--- src/hdl/uniform_range_rejection_sampler_core_macros.svh ---
// assertion macros used by the sampler rtl
`ifndef UNIFORM_RANGE_REJECTION_SAMPLER_CORE_MACROS_SVH
`define UNIFORM_RANGE_REJECTION_SAMPLER_CORE_MACROS_SVH

// same-cycle implication, clocked on clk, off during rst
`define URRS_ASSERT_IMP(label, ante, cons, msg) \
  label: assert property (@(posedge clk) disable iff (rst) (ante) |-> (cons)) \
    else $error(msg);

// next-cycle implication, clocked on clk, off during rst
`define URRS_ASSERT_NEXT(label, ante, cons, msg) \
  label: assert property (@(posedge clk) disable iff (rst) (ante) |=> (cons)) \
    else $error(msg);

`endif

--- src/hdl/urrs_pkg.sv ---
// shared constants, types and codes of the range rejection sampler
`timescale 1ns / 1ps
`default_nettype none

package urrs_pkg;

  localparam int SAMPLE_W = 15;
  localparam int LIMIT_W  = 31;
  localparam int OUTER_W  = 17;
  localparam int INNER_W  = 2;
  localparam int DIV_W    = 31;
  localparam int CNT_W    = 5;
  localparam int APB_AW   = 2;
  localparam int APB_DW   = 32;

  localparam logic [SAMPLE_W-1:0] SPAN_K    = 15'h7FFF;
  localparam logic [OUTER_W-1:0]  SPAN_K_X2 = OUTER_W'({SPAN_K, 1'b0});

  localparam logic [CNT_W-1:0] DIV_STEPS_WIDE   = CNT_W'(DIV_W);
  localparam logic [CNT_W-1:0] DIV_STEPS_NARROW = CNT_W'(SAMPLE_W);

  localparam logic [APB_AW-1:0] ADDR_RANGE_LIMIT = '0;

  typedef enum logic [1:0] {
    PH_TOP,
    PH_INNER,
    PH_OUTER
  } phase_t;

  typedef enum logic [2:0] {
    ST_IDLE,
    ST_DIV_N,
    ST_PREP,
    ST_DIV_M,
    ST_DIV_S,
    ST_FIN
  } state_t;

  typedef struct packed {
    logic             start;
    logic [CNT_W-1:0] steps;
  } div_req_t;

  typedef struct packed {
    logic busy;
    logic done;
  } div_stat_t;

endpackage

`default_nettype wire

--- src/hdl/urrs_if.sv ---
// valid/ready channel interfaces for samples and results
`timescale 1ns / 1ps
`default_nettype none

interface urrs_sample_if;
  import urrs_pkg::*;

  logic                valid;
  logic                ready;
  logic [SAMPLE_W-1:0] random_sample;

  modport source (output valid, output random_sample, input ready);
  modport sink (input valid, input random_sample, output ready);
endinterface

interface urrs_result_if;
  import urrs_pkg::*;

  logic               valid;
  logic               ready;
  logic [LIMIT_W-1:0] value;

  modport source (output valid, output value, input ready);
  modport sink (input valid, input value, output ready);
endinterface

`default_nettype wire

--- src/hdl/urrs_div.sv ---
// bit-serial restoring divider, one quotient bit per cycle
`timescale 1ns / 1ps
`default_nettype none

module urrs_div (
  input  logic                               clk,
  input  logic                               rst,
  input  urrs_pkg::div_req_t                 req,
  input  logic [urrs_pkg::DIV_W-1:0]         dividend,
  input  logic [urrs_pkg::SAMPLE_W-1:0]      divisor,
  output logic [urrs_pkg::DIV_W-1:0]         quotient,
  output logic [urrs_pkg::SAMPLE_W-1:0]      remainder,
  output urrs_pkg::div_stat_t                stat
);
  import urrs_pkg::*;

  logic [DIV_W-1:0]    shreg;
  logic [SAMPLE_W-1:0] rem;
  logic [SAMPLE_W-1:0] dsr;
  logic [CNT_W-1:0]    cnt;
  logic                busy;
  logic                done;
  logic [SAMPLE_W:0]   trial;
  logic [SAMPLE_W:0]   diff;
  logic                fits;

  assign trial = {rem, shreg[DIV_W-1]};
  assign diff  = trial - {1'b0, dsr};
  assign fits  = trial >= {1'b0, dsr};

  always_ff @(posedge clk) begin
    if (rst) begin
      busy <= 1'b0;
      done <= 1'b0;
      cnt  <= '0;
    end else begin
      done <= 1'b0;
      if (req.start) begin
        busy <= 1'b1;
        cnt  <= req.steps;
      end else if (busy) begin
        cnt <= cnt - 1'b1;
        if (cnt == CNT_W'(1)) begin
          busy <= 1'b0;
          done <= 1'b1;
        end
      end
    end
  end

  // dividend shifts out at the top, quotient bits shift in at the bottom
  always_ff @(posedge clk) begin
    if (req.start) begin
      shreg <= dividend;
      rem   <= '0;
      dsr   <= divisor;
    end else if (busy) begin
      shreg <= {shreg[DIV_W-2:0], fits};
      rem   <= fits ? diff[SAMPLE_W-1:0] : trial[SAMPLE_W-1:0];
    end
  end

  assign quotient  = shreg;
  assign remainder = rem;
  assign stat.busy = busy;
  assign stat.done = done;

endmodule

`default_nettype wire

--- src/hdl/urrs_apb.sv ---
// apb register block holding the range limit
`timescale 1ns / 1ps
`default_nettype none

module urrs_apb (
  input  logic                           clk,
  input  logic                           rst,
  input  logic                           psel,
  input  logic                           penable,
  input  logic                           pwrite,
  input  logic [urrs_pkg::APB_AW-1:0]    paddr,
  input  logic [urrs_pkg::APB_DW-1:0]    pwdata,
  output logic [urrs_pkg::APB_DW-1:0]    prdata,
  output logic                           pready,
  output logic [urrs_pkg::LIMIT_W-1:0]   range_limit,
  output logic                           cfg_wr
);
  import urrs_pkg::*;

  assign pready = 1'b1;
  assign cfg_wr = psel && penable && pwrite && pready && (paddr == ADDR_RANGE_LIMIT);

  always_ff @(posedge clk) begin
    if (rst) begin
      range_limit <= LIMIT_W'(1);
    end else if (cfg_wr) begin
      range_limit <= pwdata[LIMIT_W-1:0];
    end
  end

  always_comb begin
    prdata = '0;
    if (paddr == ADDR_RANGE_LIMIT) begin
      prdata = {{(APB_DW-LIMIT_W){1'b0}}, range_limit};
    end
  end

endmodule

`default_nettype wire

--- src/hdl/uniform_range_rejection_sampler_core.sv ---
// top level of the uniform range rejection sampler
//
//  channel     dir   handshake        payload
//  sample_ch   in    valid / ready    random_sample [14:0]
//  result_ch   out   valid / ready    value [30:0]
//  apb         in    psel / penable   range_limit at byte address 0
//
//  a sample that needs a division goes through the 15-step serial divider
//  a custom draw sample (inside a chosen bucket) skips the divider and goes straight to ST_FIN
//  every range_limit write runs a derivation on the same divider
//  (31 steps for n / 32767, 15 steps for the bucket size); no sample is taken meanwhile
//  reset loads the derived values for a range limit of one directly
//  a waiting result sits in the output register; the next sample is taken meanwhile,
//  and a second result holds the fsm until the register frees
`timescale 1ns / 1ps
`default_nettype none
`include "uniform_range_rejection_sampler_core_macros.svh"

module uniform_range_rejection_sampler_core (
  input  logic                         clk,
  input  logic                         rst,
  input  logic                         psel,
  input  logic                         penable,
  input  logic                         pwrite,
  input  logic [urrs_pkg::APB_AW-1:0]  paddr,
  input  logic [urrs_pkg::APB_DW-1:0]  pwdata,
  output logic [urrs_pkg::APB_DW-1:0]  prdata,
  output logic                         pready,
  urrs_sample_if.sink                  sample_ch,
  urrs_result_if.source                result_ch
);
  import urrs_pkg::*;

  logic [LIMIT_W-1:0]  range_limit;
  logic                cfg_wr;
  logic [LIMIT_W-1:0]  n_eff;
  logic [LIMIT_W-1:0]  wr_limit;

  div_req_t            div_req;
  div_stat_t           div_stat;
  logic [DIV_W-1:0]    div_dividend;
  logic [SAMPLE_W-1:0] div_divisor;
  logic [DIV_W-1:0]    div_quot;
  logic [SAMPLE_W-1:0] div_rem;

  state_t              state;
  state_t              state_next;
  phase_t              phase;
  phase_t              phase_next;
  logic [INNER_W-1:0]  inner_bucket;
  logic [INNER_W-1:0]  inner_bucket_next;
  logic [OUTER_W-1:0]  outer_bucket;
  logic [OUTER_W-1:0]  outer_bucket_next;
  logic [SAMPLE_W-1:0] sample;

  // range-derived values
  logic [OUTER_W-1:0]  bucket_cnt;
  logic [SAMPLE_W-1:0] bucket_rem;
  logic                small_rng;
  logic                deep;
  logic [INNER_W-1:0]  inner_cnt;
  logic [SAMPLE_W-1:0] inner_rem;
  logic [SAMPLE_W-1:0] draw_m;
  logic [SAMPLE_W-1:0] draw_size;

  logic [OUTER_W-1:0]  prep_b;
  logic [OUTER_W-1:0]  prep_b1;
  logic                prep_small;
  logic                prep_deep;
  logic [INNER_W-1:0]  prep_b2;
  logic [OUTER_W-1:0]  prep_sub;
  logic [OUTER_W-1:0]  prep_rem2;
  logic [SAMPLE_W-1:0] prep_m;

  logic                accept;
  logic                custom;
  logic [SAMPLE_W-1:0] draw_q;
  logic                draw_ok;
  logic                s_full;
  logic [DIV_W:0]      outer_prod;
  logic [DIV_W:0]      outer_val;
  logic [OUTER_W-1:0]  inner_val;
  logic                fin_result;
  logic [LIMIT_W-1:0]  fin_value;
  logic                fin_go;

  logic                out_valid;
  logic [LIMIT_W-1:0]  out_value;

  urrs_apb u_apb (
    .clk         (clk),
    .rst         (rst),
    .psel        (psel),
    .penable     (penable),
    .pwrite      (pwrite),
    .paddr       (paddr),
    .pwdata      (pwdata),
    .prdata      (prdata),
    .pready      (pready),
    .range_limit (range_limit),
    .cfg_wr      (cfg_wr)
  );

  urrs_div u_div (
    .clk       (clk),
    .rst       (rst),
    .req       (div_req),
    .dividend  (div_dividend),
    .divisor   (div_divisor),
    .quotient  (div_quot),
    .remainder (div_rem),
    .stat      (div_stat)
  );

  assign n_eff = (range_limit == '0) ? LIMIT_W'(1) : range_limit;

  // limit being written, as the divider sees it at the write edge
  assign wr_limit = (pwdata[LIMIT_W-1:0] == '0) ? LIMIT_W'(1) : pwdata[LIMIT_W-1:0];

  // derivation from n / 32767
  always_comb begin
    prep_b     = div_quot[OUTER_W-1:0];
    prep_b1    = prep_b + 1'b1;
    prep_small = n_eff <= LIMIT_W'(SPAN_K);
    prep_deep  = prep_b >= OUTER_W'(SPAN_K);
    if (prep_b1 >= SPAN_K_X2) begin
      prep_b2  = INNER_W'(2);
      prep_sub = SPAN_K_X2;
    end else if (prep_b1 >= OUTER_W'(SPAN_K)) begin
      prep_b2  = INNER_W'(1);
      prep_sub = OUTER_W'(SPAN_K);
    end else begin
      prep_b2  = '0;
      prep_sub = '0;
    end
    prep_rem2 = prep_b1 - prep_sub;
    if (prep_small) begin
      prep_m = n_eff[SAMPLE_W-1:0];
    end else if (prep_deep) begin
      prep_m = SAMPLE_W'(prep_b2) + 1'b1;
    end else begin
      prep_m = prep_b1[SAMPLE_W-1:0];
    end
  end

  // per-sample decision
  assign accept  = sample_ch.valid && sample_ch.ready;
  assign custom  = !small_rng && ((phase == PH_OUTER) || ((phase == PH_INNER) && deep));
  assign draw_q  = div_quot[SAMPLE_W-1:0];
  assign draw_ok = draw_q < draw_m;
  assign s_full  = sample == SPAN_K;

  assign outer_prod = {outer_bucket, {SAMPLE_W{1'b0}}} - {{SAMPLE_W{1'b0}}, outer_bucket};
  assign outer_val  = outer_prod + {{(DIV_W+1-SAMPLE_W){1'b0}}, sample};
  assign inner_val  = {inner_bucket, {SAMPLE_W{1'b0}}} - {{SAMPLE_W{1'b0}}, inner_bucket}
                      + {{(OUTER_W-SAMPLE_W){1'b0}}, sample};

  always_comb begin
    fin_result        = 1'b0;
    fin_value         = LIMIT_W'(draw_q);
    phase_next        = phase;
    inner_bucket_next = inner_bucket;
    outer_bucket_next = outer_bucket;
    if (small_rng) begin
      fin_result = draw_ok;
    end else if (phase == PH_OUTER) begin
      if (!s_full) begin
        phase_next = PH_TOP;
        fin_result = (outer_bucket < bucket_cnt) || (sample < bucket_rem);
        fin_value  = outer_val[LIMIT_W-1:0];
      end
    end else if ((phase == PH_INNER) && deep) begin
      if (!s_full) begin
        if ((inner_bucket < inner_cnt) || (sample < inner_rem)) begin
          outer_bucket_next = inner_val;
          phase_next        = PH_OUTER;
        end else begin
          phase_next = PH_TOP;
        end
      end
    end else begin
      phase_next = PH_TOP;
      if (draw_ok) begin
        if (deep) begin
          inner_bucket_next = draw_q[INNER_W-1:0];
          phase_next        = PH_INNER;
        end else begin
          outer_bucket_next = OUTER_W'(draw_q);
          phase_next        = PH_OUTER;
        end
      end
    end
  end

  assign fin_go = (state == ST_FIN) && (!fin_result || !out_valid || result_ch.ready);

  // next state
  always_comb begin
    state_next = state;
    if (cfg_wr) begin
      state_next = ST_DIV_N;
    end else begin
      case (state)
        ST_IDLE: begin
          if (accept) begin
            state_next = custom ? ST_FIN : ST_DIV_S;
          end
        end
        ST_DIV_N: begin
          if (div_stat.done) begin
            state_next = ST_PREP;
          end
        end
        ST_PREP: state_next = ST_DIV_M;
        ST_DIV_M: begin
          if (div_stat.done) begin
            state_next = ST_IDLE;
          end
        end
        ST_DIV_S: begin
          if (div_stat.done) begin
            state_next = ST_FIN;
          end
        end
        ST_FIN: begin
          if (fin_go) begin
            state_next = ST_IDLE;
          end
        end
        default: state_next = ST_IDLE;
      endcase
    end
  end

  // fsm outputs
  always_comb begin
    sample_ch.ready = 1'b0;
    div_req.start   = 1'b0;
    div_req.steps   = DIV_STEPS_NARROW;
    div_dividend    = {sample_ch.random_sample, {(DIV_W-SAMPLE_W){1'b0}}};
    div_divisor     = draw_size;
    if (cfg_wr) begin
      div_req.start = 1'b1;
      div_req.steps = DIV_STEPS_WIDE;
      div_dividend  = wr_limit;
      div_divisor   = SPAN_K;
    end else begin
      case (state)
        ST_IDLE: begin
          sample_ch.ready = 1'b1;
          div_req.start   = sample_ch.valid && !custom;
        end
        ST_PREP: begin
          div_req.start = 1'b1;
          div_dividend  = {SPAN_K, {(DIV_W-SAMPLE_W){1'b0}}};
          div_divisor   = prep_m;
        end
        default: div_req.start = 1'b0;
      endcase
    end
  end

  always_ff @(posedge clk) begin
    if (rst) begin
      state        <= ST_IDLE;
      phase        <= PH_TOP;
      inner_bucket <= '0;
      outer_bucket <= '0;
      bucket_cnt   <= '0;
      bucket_rem   <= SAMPLE_W'(1);
      small_rng    <= 1'b1;
      deep         <= 1'b0;
      inner_cnt    <= '0;
      inner_rem    <= SAMPLE_W'(1);
      draw_m       <= SAMPLE_W'(1);
      draw_size    <= SPAN_K;
      out_valid    <= 1'b0;
    end else begin
      state <= state_next;
      if (cfg_wr) begin
        phase <= PH_TOP;
      end else if (fin_go) begin
        phase        <= phase_next;
        inner_bucket <= inner_bucket_next;
        outer_bucket <= outer_bucket_next;
      end
      if (state == ST_PREP) begin
        bucket_cnt <= prep_b;
        bucket_rem <= div_rem;
        small_rng  <= prep_small;
        deep       <= prep_deep;
        inner_cnt  <= prep_b2;
        inner_rem  <= prep_rem2[SAMPLE_W-1:0];
        draw_m     <= prep_m;
      end
      if ((state == ST_DIV_M) && div_stat.done) begin
        draw_size <= draw_q;
      end
      if (fin_go && fin_result) begin
        out_valid <= 1'b1;
      end else if (result_ch.ready) begin
        out_valid <= 1'b0;
      end
    end
  end

  always_ff @(posedge clk) begin
    if (accept) begin
      sample <= sample_ch.random_sample;
    end
    if (fin_go && fin_result) begin
      out_value <= fin_value;
    end
  end

  assign result_ch.valid = out_valid;
  assign result_ch.value = out_value;

  `URRS_ASSERT_IMP(a_value_below_limit, fin_go && fin_result, fin_value < n_eff, "result not below range limit")
  `URRS_ASSERT_IMP(a_inner_phase_deep, phase == PH_INNER, deep, "inner phase without deep range")
  `URRS_ASSERT_IMP(a_inner_bound, 1'b1, inner_bucket <= INNER_W'(2), "inner bucket out of range")
  `URRS_ASSERT_IMP(a_div_start_free, div_req.start && !cfg_wr, !div_stat.busy, "divider restarted while busy")
  `URRS_ASSERT_NEXT(a_accept_leaves_idle, accept, state != ST_IDLE, "sample transfer left fsm idle")

endmodule

`default_nettype wire

--- src/flat_wrapper.sv ---
// flat-port wrapper written by rule: the top's interface ports become plain ports
module uniform_range_rejection_sampler_core_flat import urrs_pkg::*;
  (clk, rst, psel, penable, pwrite, paddr, pwdata, prdata, pready, sample_ch_valid, sample_ch_random_sample, sample_ch_ready, result_ch_valid, result_ch_value, result_ch_ready);
  urrs_sample_if sample_ch_i ();
  urrs_result_if result_ch_i ();
  input  logic clk;
  input  logic rst;
  input  logic psel;
  input  logic penable;
  input  logic pwrite;
  input  logic [urrs_pkg::APB_AW-1:0] paddr;
  input  logic [urrs_pkg::APB_DW-1:0] pwdata;
  output logic [urrs_pkg::APB_DW-1:0] prdata;
  output logic pready;
  input wire logic [$bits(sample_ch_i.valid)-1:0] sample_ch_valid;
  input wire logic [$bits(sample_ch_i.random_sample)-1:0] sample_ch_random_sample;
  output wire logic [$bits(sample_ch_i.ready)-1:0] sample_ch_ready;
  output wire logic [$bits(result_ch_i.valid)-1:0] result_ch_valid;
  output wire logic [$bits(result_ch_i.value)-1:0] result_ch_value;
  input wire logic [$bits(result_ch_i.ready)-1:0] result_ch_ready;
  assign sample_ch_i.valid = sample_ch_valid;
  assign sample_ch_i.random_sample = sample_ch_random_sample;
  assign sample_ch_ready = sample_ch_i.ready;
  assign result_ch_valid = result_ch_i.valid;
  assign result_ch_value = result_ch_i.value;
  assign result_ch_i.ready = result_ch_ready;
  uniform_range_rejection_sampler_core u_core (.clk(clk), .rst(rst), .psel(psel), .penable(penable), .pwrite(pwrite), .paddr(paddr), .pwdata(pwdata), .prdata(prdata), .pready(pready), .sample_ch(sample_ch_i), .result_ch(result_ch_i));
endmodule
--- config.mk ---
export PLATFORM = sky130hd
export DESIGN_NAME = uniform_range_rejection_sampler_core_flat
export DESIGN_NICKNAME = d
export VERILOG_FILES = /design/src/hdl/urrs_pkg.sv /design/src/hdl/urrs_if.sv /design/src/hdl/urrs_div.sv /design/src/hdl/urrs_apb.sv /design/src/hdl/uniform_range_rejection_sampler_core.sv /design/src/flat_wrapper.sv
export VERILOG_INCLUDE_DIRS = /design/src /design/src/hdl
export SDC_FILE = /design/constraint.sdc
export NUM_CORES = 1
export LEC_CHECK = 0
export BUFFER_PORTS_ARGS = -buffer_cell sky130_fd_sc_hd__buf_2
export CORE_ASPECT_RATIO = 0.5
export CORE_MARGIN = 1
export CORE_UTILIZATION = 45
export CTS_CLUSTER_SIZE = 8
export DETAILED_ROUTE_END_ITERATION = 12
export PLACE_DENSITY = 0.7
export SYNTH_ARGS = -nofsm -noshare
export SYNTH_HDL_FRONTEND = slang
export SYNTH_HIERARCHICAL = 1
export SYNTH_SLANG_ARGS = --single-unit
export TNS_END_PERCENT = 50
--- constraint.sdc ---
create_clock -name clk -period 6.14 [get_ports clk]
set_input_delay 1.228 -clock clk [delete_from_list [all_inputs] [get_ports clk]]
set_output_delay 1.228 -clock clk [all_outputs]
set_load 0.01 [all_outputs]
After elaboration in Yosys (flattened, before gate mapping)

Index checks and enable logic that the tools add are counted.

Output and inout bits: 66
Register bits after elaboration: 251
Bits of input ports: 56
Logic and storage cells: 159

Magnitude comparators: 10
Add/subtract/negate cells: 9
Equality and inequality tests: 23
Bitwise operators: 5
Multiplexer cells: 54
Reductions and logical operators: 34

Operator list:

| operator              | count |
|---|---|
| $mux 31               | 7 |
| $mux 15               | 9 |
| $mux 17               | 5 |
| $logic_not 31->1      | 2 |
| $lt 15x15->1          | 3 |
| $ge 17x15->1 const B  | 2 |
| $add 31x15->31        | 1 |
| $le 31x15->1 const B  | 1 |
| $sub 31x17->31        | 1 |
| $sub 15x15->15        | 2 |
| $pmux 3 s6            | 1 |
| $add 17x1->17 const B | 1 |
| $add 17x15->17        | 1 |
| $ge 17x16->1 const B  | 1 |
| $lt 17x17->1          | 1 |
| $sub 17x2->17         | 1 |
| $ge 16x15->1          | 1 |
| $mux 2                | 8 |
| $eq 15x15->1 const B  | 1 |
| $mux 1                | 15 |
| $mux 3                | 5 |
| $mux 5                | 3 |
| $ne 2x2->1 const B    | 7 |
| $logic_and 1x1->1     | 10 |
| other kinds (25)      | 46 |

Depth between registers and ports, before layout

Word-level depth: 12
Mapped depth: 19
Depth with buffers taken out: 18

Modules after synthesis

The synthesis kept the hierarchy.

Modules (own cells, without submodules):

| module                               | times used | cells an instance | sequential area each (um2) | area an instance (um2) |
|---|---|---|---|---|
| uniform_range_rejection_sampler_core | 1          | 1,335             | 3,503.4                    | 10,633.9 |
| urrs_div                             | 1          | 322               | 1,821.7                    | 3,614.7 |
| urrs_apb                             | 1          | 174               | 620.6                      | 1,651.6 |

Worst setup path after synthesis

OpenSTA, ideal clock, no wires.

Path kind: reg-to-reg
From: register u_core.u_div.shreg[1] (netlist: u_core/u_div/quotient[1])
To: register u_core.inner_rem[14]
Data arrival time: 4.438 ns
Stages on the path, launching flop included: 20
Library setup time: 0.117 ns
Slack: 1.585 ns
Buffers on the path: 1
Period minus slack after synthesis: 4.555 ns
Data required time: 6.023 ns
Cells stage by stage: edfxtp_1 > ha_1 > and3_1 > clkbuf_1 > nand3_1 > xnor2_1 > nor4b_1 > o2111ai_1 > nand2_1 > ha_1 > inv_1 > fa_1 > a211o_1 > a2111oi_2 > o311ai_0 > a21o_1 > a21o_1 > a31oi_1 > xnor2_1 > a22o_1

Longest elaborated chain between the ends: 5
Elaborated cells between the ends (all ways): 6
Those cells by class: add/sub (2); order compare (2); mux (2)

RTL lines:

| element                  | RTL line                                    | RTL |
|---|---|---|
| start: declaration       | urrs_div.sv:17                              | `logic [DIV_W-1:0] shreg;` |
| start signal: assignment | urrs_div.sv:54                              | `shreg <= dividend;` |
| start signal: assignment | urrs_div.sv:58                              | `shreg <= {shreg[DIV_W-2:0], fits};` |
| $add 17x1->17 *          | uniform_range_rejection_sampler_core.sv:123 | `prep_b1 = prep_b + 1'b1;` |
| $ge 17x15->1             | uniform_range_rejection_sampler_core.sv:129 | `end else if (prep_b1 >= OUTER_W'(SPAN_K)) begin` |
| $mux 15                  | uniform_range_rejection_sampler_core.sv:129 |  |
| $mux 15                  | uniform_range_rejection_sampler_core.sv:126 | `if (prep_b1 >= SPAN_K_X2) begin` |
| $sub 15x15->15 *         | uniform_range_rejection_sampler_core.sv:136 | `prep_rem2 = prep_b1 - prep_sub;` |
| end signal: assignment   | uniform_range_rejection_sampler_core.sv:293 | `inner_rem <= prep_rem2[SAMPLE_W-1:0];` |
| end: declaration         | uniform_range_rejection_sampler_core.sv:62  | `logic [SAMPLE_W-1:0] inner_rem;` |

Every way passes the cells marked *; elsewhere a longest branch is shown, timed or not.
A chain may end at the register's enable or synchronous reset.

Worst setup path in the final report

Same ends and word-level chain as after synthesis.

==> reports/qor.txt <==
GRT Util Overall = 25.5%
Lkg Pwr = 0.00696 uW
initial core utilization = 45.9%
CTS sink count = 251
Max Fclk = 0.185 GHz
CP max FO = 11
H-tree Lvls = 2
ant diodes = 0
Final Hold Viols = 0
clk root buf = clkbuf_16
Post-CTS Hold Buffers = 0
global-route wire length before repair = 71500 um
I/O Pins = 122
Critical Path Start Type = flop
mean area per synthesized cell = 8.68 um2
initial antenna violation count = 1
Ys Warns = 6
Die Ht = 135 um
endpoints failing setup = 0
CTS resizes = 0
drt first pass iters = 7
worst-margin pin slew = 1030 ps
Critical Path Sink Type = flop
class of the worst hold path = flop to flop
Worst EP required = 6560 ps
Syn Inst Count = 1830
Max Cap Viol = 0
ANT nets after route = 0
Syn-to-layout area delta = 12.1%
max-slew violations = 0
mapped cell area = 0.0159 mm2
# rows = 48
clk buf depth = 3
GRT Residual Overflow = 0
Vias = 13.7k
Pwr per Cell Area = 263 mW/mm2
Crit Path Class = flop to flop
setup TNS = 0 ps
post-layout util = 51.5%
period utilization = 87.8%
Slew headroom = 30.5%
outcome = complete, no violations
CTS tree = built
RSZ-0062 raised after global routing = false
peak supply drop = 0.000152 V
vias in the first global route = 12.6k
Filler cells = 3287
Final Skew = 25.0 ps
clk slew on worst S/H paths = 60 ps
Placer Congestion = 0.914
die area = 0.0361 mm2
Buffers on Ports = 118
Net count, final = 2077
worst r2r path cells = 18
fin crit period = 5390 ps
HPWL Detailed = 33700 um
proportion of layout cells with a drive suffix above 1 = 12.2%
Routed WL = 46100 um
WHS Path Cells = 2
critical path arrival = 5810 ps
Tot Pwr = 4690 uW
Post-CTS Setup Inserts = 0
TritonCTS Buffers = 37
routed vias/inst = 5.71
Placeable Area = 0.0346 mm2
routed len/inst = 19.2 um
clk_lat worst skew = 530 ps
1st-iter DRT viols = 1332
largest net degree at the start of global routing = 77
Post-route DRC = 0
Die Wd = 268 um
state kept, by name (all words and copies together), names as in the netlist, 17 cells and up:
name                      count
u_core/u_apb/range_limit     31
u_core/u_div/quotient        31
u_core/outer_bucket          17
u_core/result_ch.value       31
u_core/bucket_cnt            17
cell type report:
cell class / count / area [um2] / share of cell area [%]
Multi-Input combinational cell: 1356 / 9000 / 50.5
Sequential cell: 251 / 5950 / 33.4
Clock buffer: 62 / 1040 / 5.84
Timing Repair Buffer: 134 / 713 / 4.00
Tap cell: 475 / 594 / 3.34
Inverter: 125 / 469 / 2.63
Clock inverter: 2 / 46.3 / 0.260
worst max-delay path: stages (launching register included):
cell       delay [ps]
edfxtp_1          610
ha_1              280
and3_1            310
nand3_1           120
xnor2_1           470
nor4b_1           520
o2111ai_1         240
nand2_1           120
ha_1              170
inv_1              60
fa_1              420
a211o_1           370
a2111oi_2         390
o311ai_0          280
a21o_1            230
a21o_1            200
a31oi_1           210
xnor2_1           110
a22o_1            180
through the flow:
| step | instance area, um2 | hold WS [ps] | setup WS (ps) | instances |
|---|---|---|---|---|
| final | 17800 | 450 | 748 | 2405 |
| after global routing | 17800 | 468 | 365 | 2405 |
| after CTS | 17800 | 452 | 806 | 2405 |
| after detailed placement | 16700 | 446 | 831 | 2341 |
| after global placement | 16700 | 441 | 931 | 2341 |
| after floorplan | 15900 | 432 | 1590 | 1833 |
routing by layer:
layer,vias up,wire [um],global-route usage (%)
met5,-,13,0
met4,2,1070,6.89
met3,73,4210,5.96
met2,546,19100,37.8
met1,6491,21800,37.0
li1,6630,-,-
worst paths after layout:
kind | start | end | slack, ps
min | u_core/inner_rem[10]$_SDFFE_PP0P_ | u_core/inner_rem[10]$_SDFFE_PP0P_ | 450
max | u_core/u_div/quotient[1]$_DFFE_PP_ | u_core/inner_rem[14]$_SDFFE_PP0P_ | 750
max reg2reg | u_core/u_div/quotient[1]$_DFFE_PP_ | u_core/inner_rem[14]$_SDFFE_PP0P_ | 750
min reg2reg | u_core/inner_rem[10]$_SDFFE_PP0P_ | u_core/inner_rem[10]$_SDFFE_PP0P_ | 450
placed cells by master (no fill, tap or decap), types with 25 or more instances in the layout:
cell type	n
o21ai_0	72
buf_2	117
xor2_1	27
nand2_1	228
and2_1	59
nor2_1	106
mux2i_1	42
a21oi_1	143
nand4_1	25
nand3_1	32
xnor2_1	41
inv_1	125
mux2_2	31
nand2b_1	89
dfxtp_1	159
clkbuf_16	38
ha_1	112
nor3_1	26
edfxtp_1	92
report_power, final:
group	internal (uW)	leakage (uW)	switching [uW]
Clock	1190	0.000518	763
Sequential	1810	0.00216	134
Combinational	327	0.00428	466
Power figures use the tool's default switching activity.
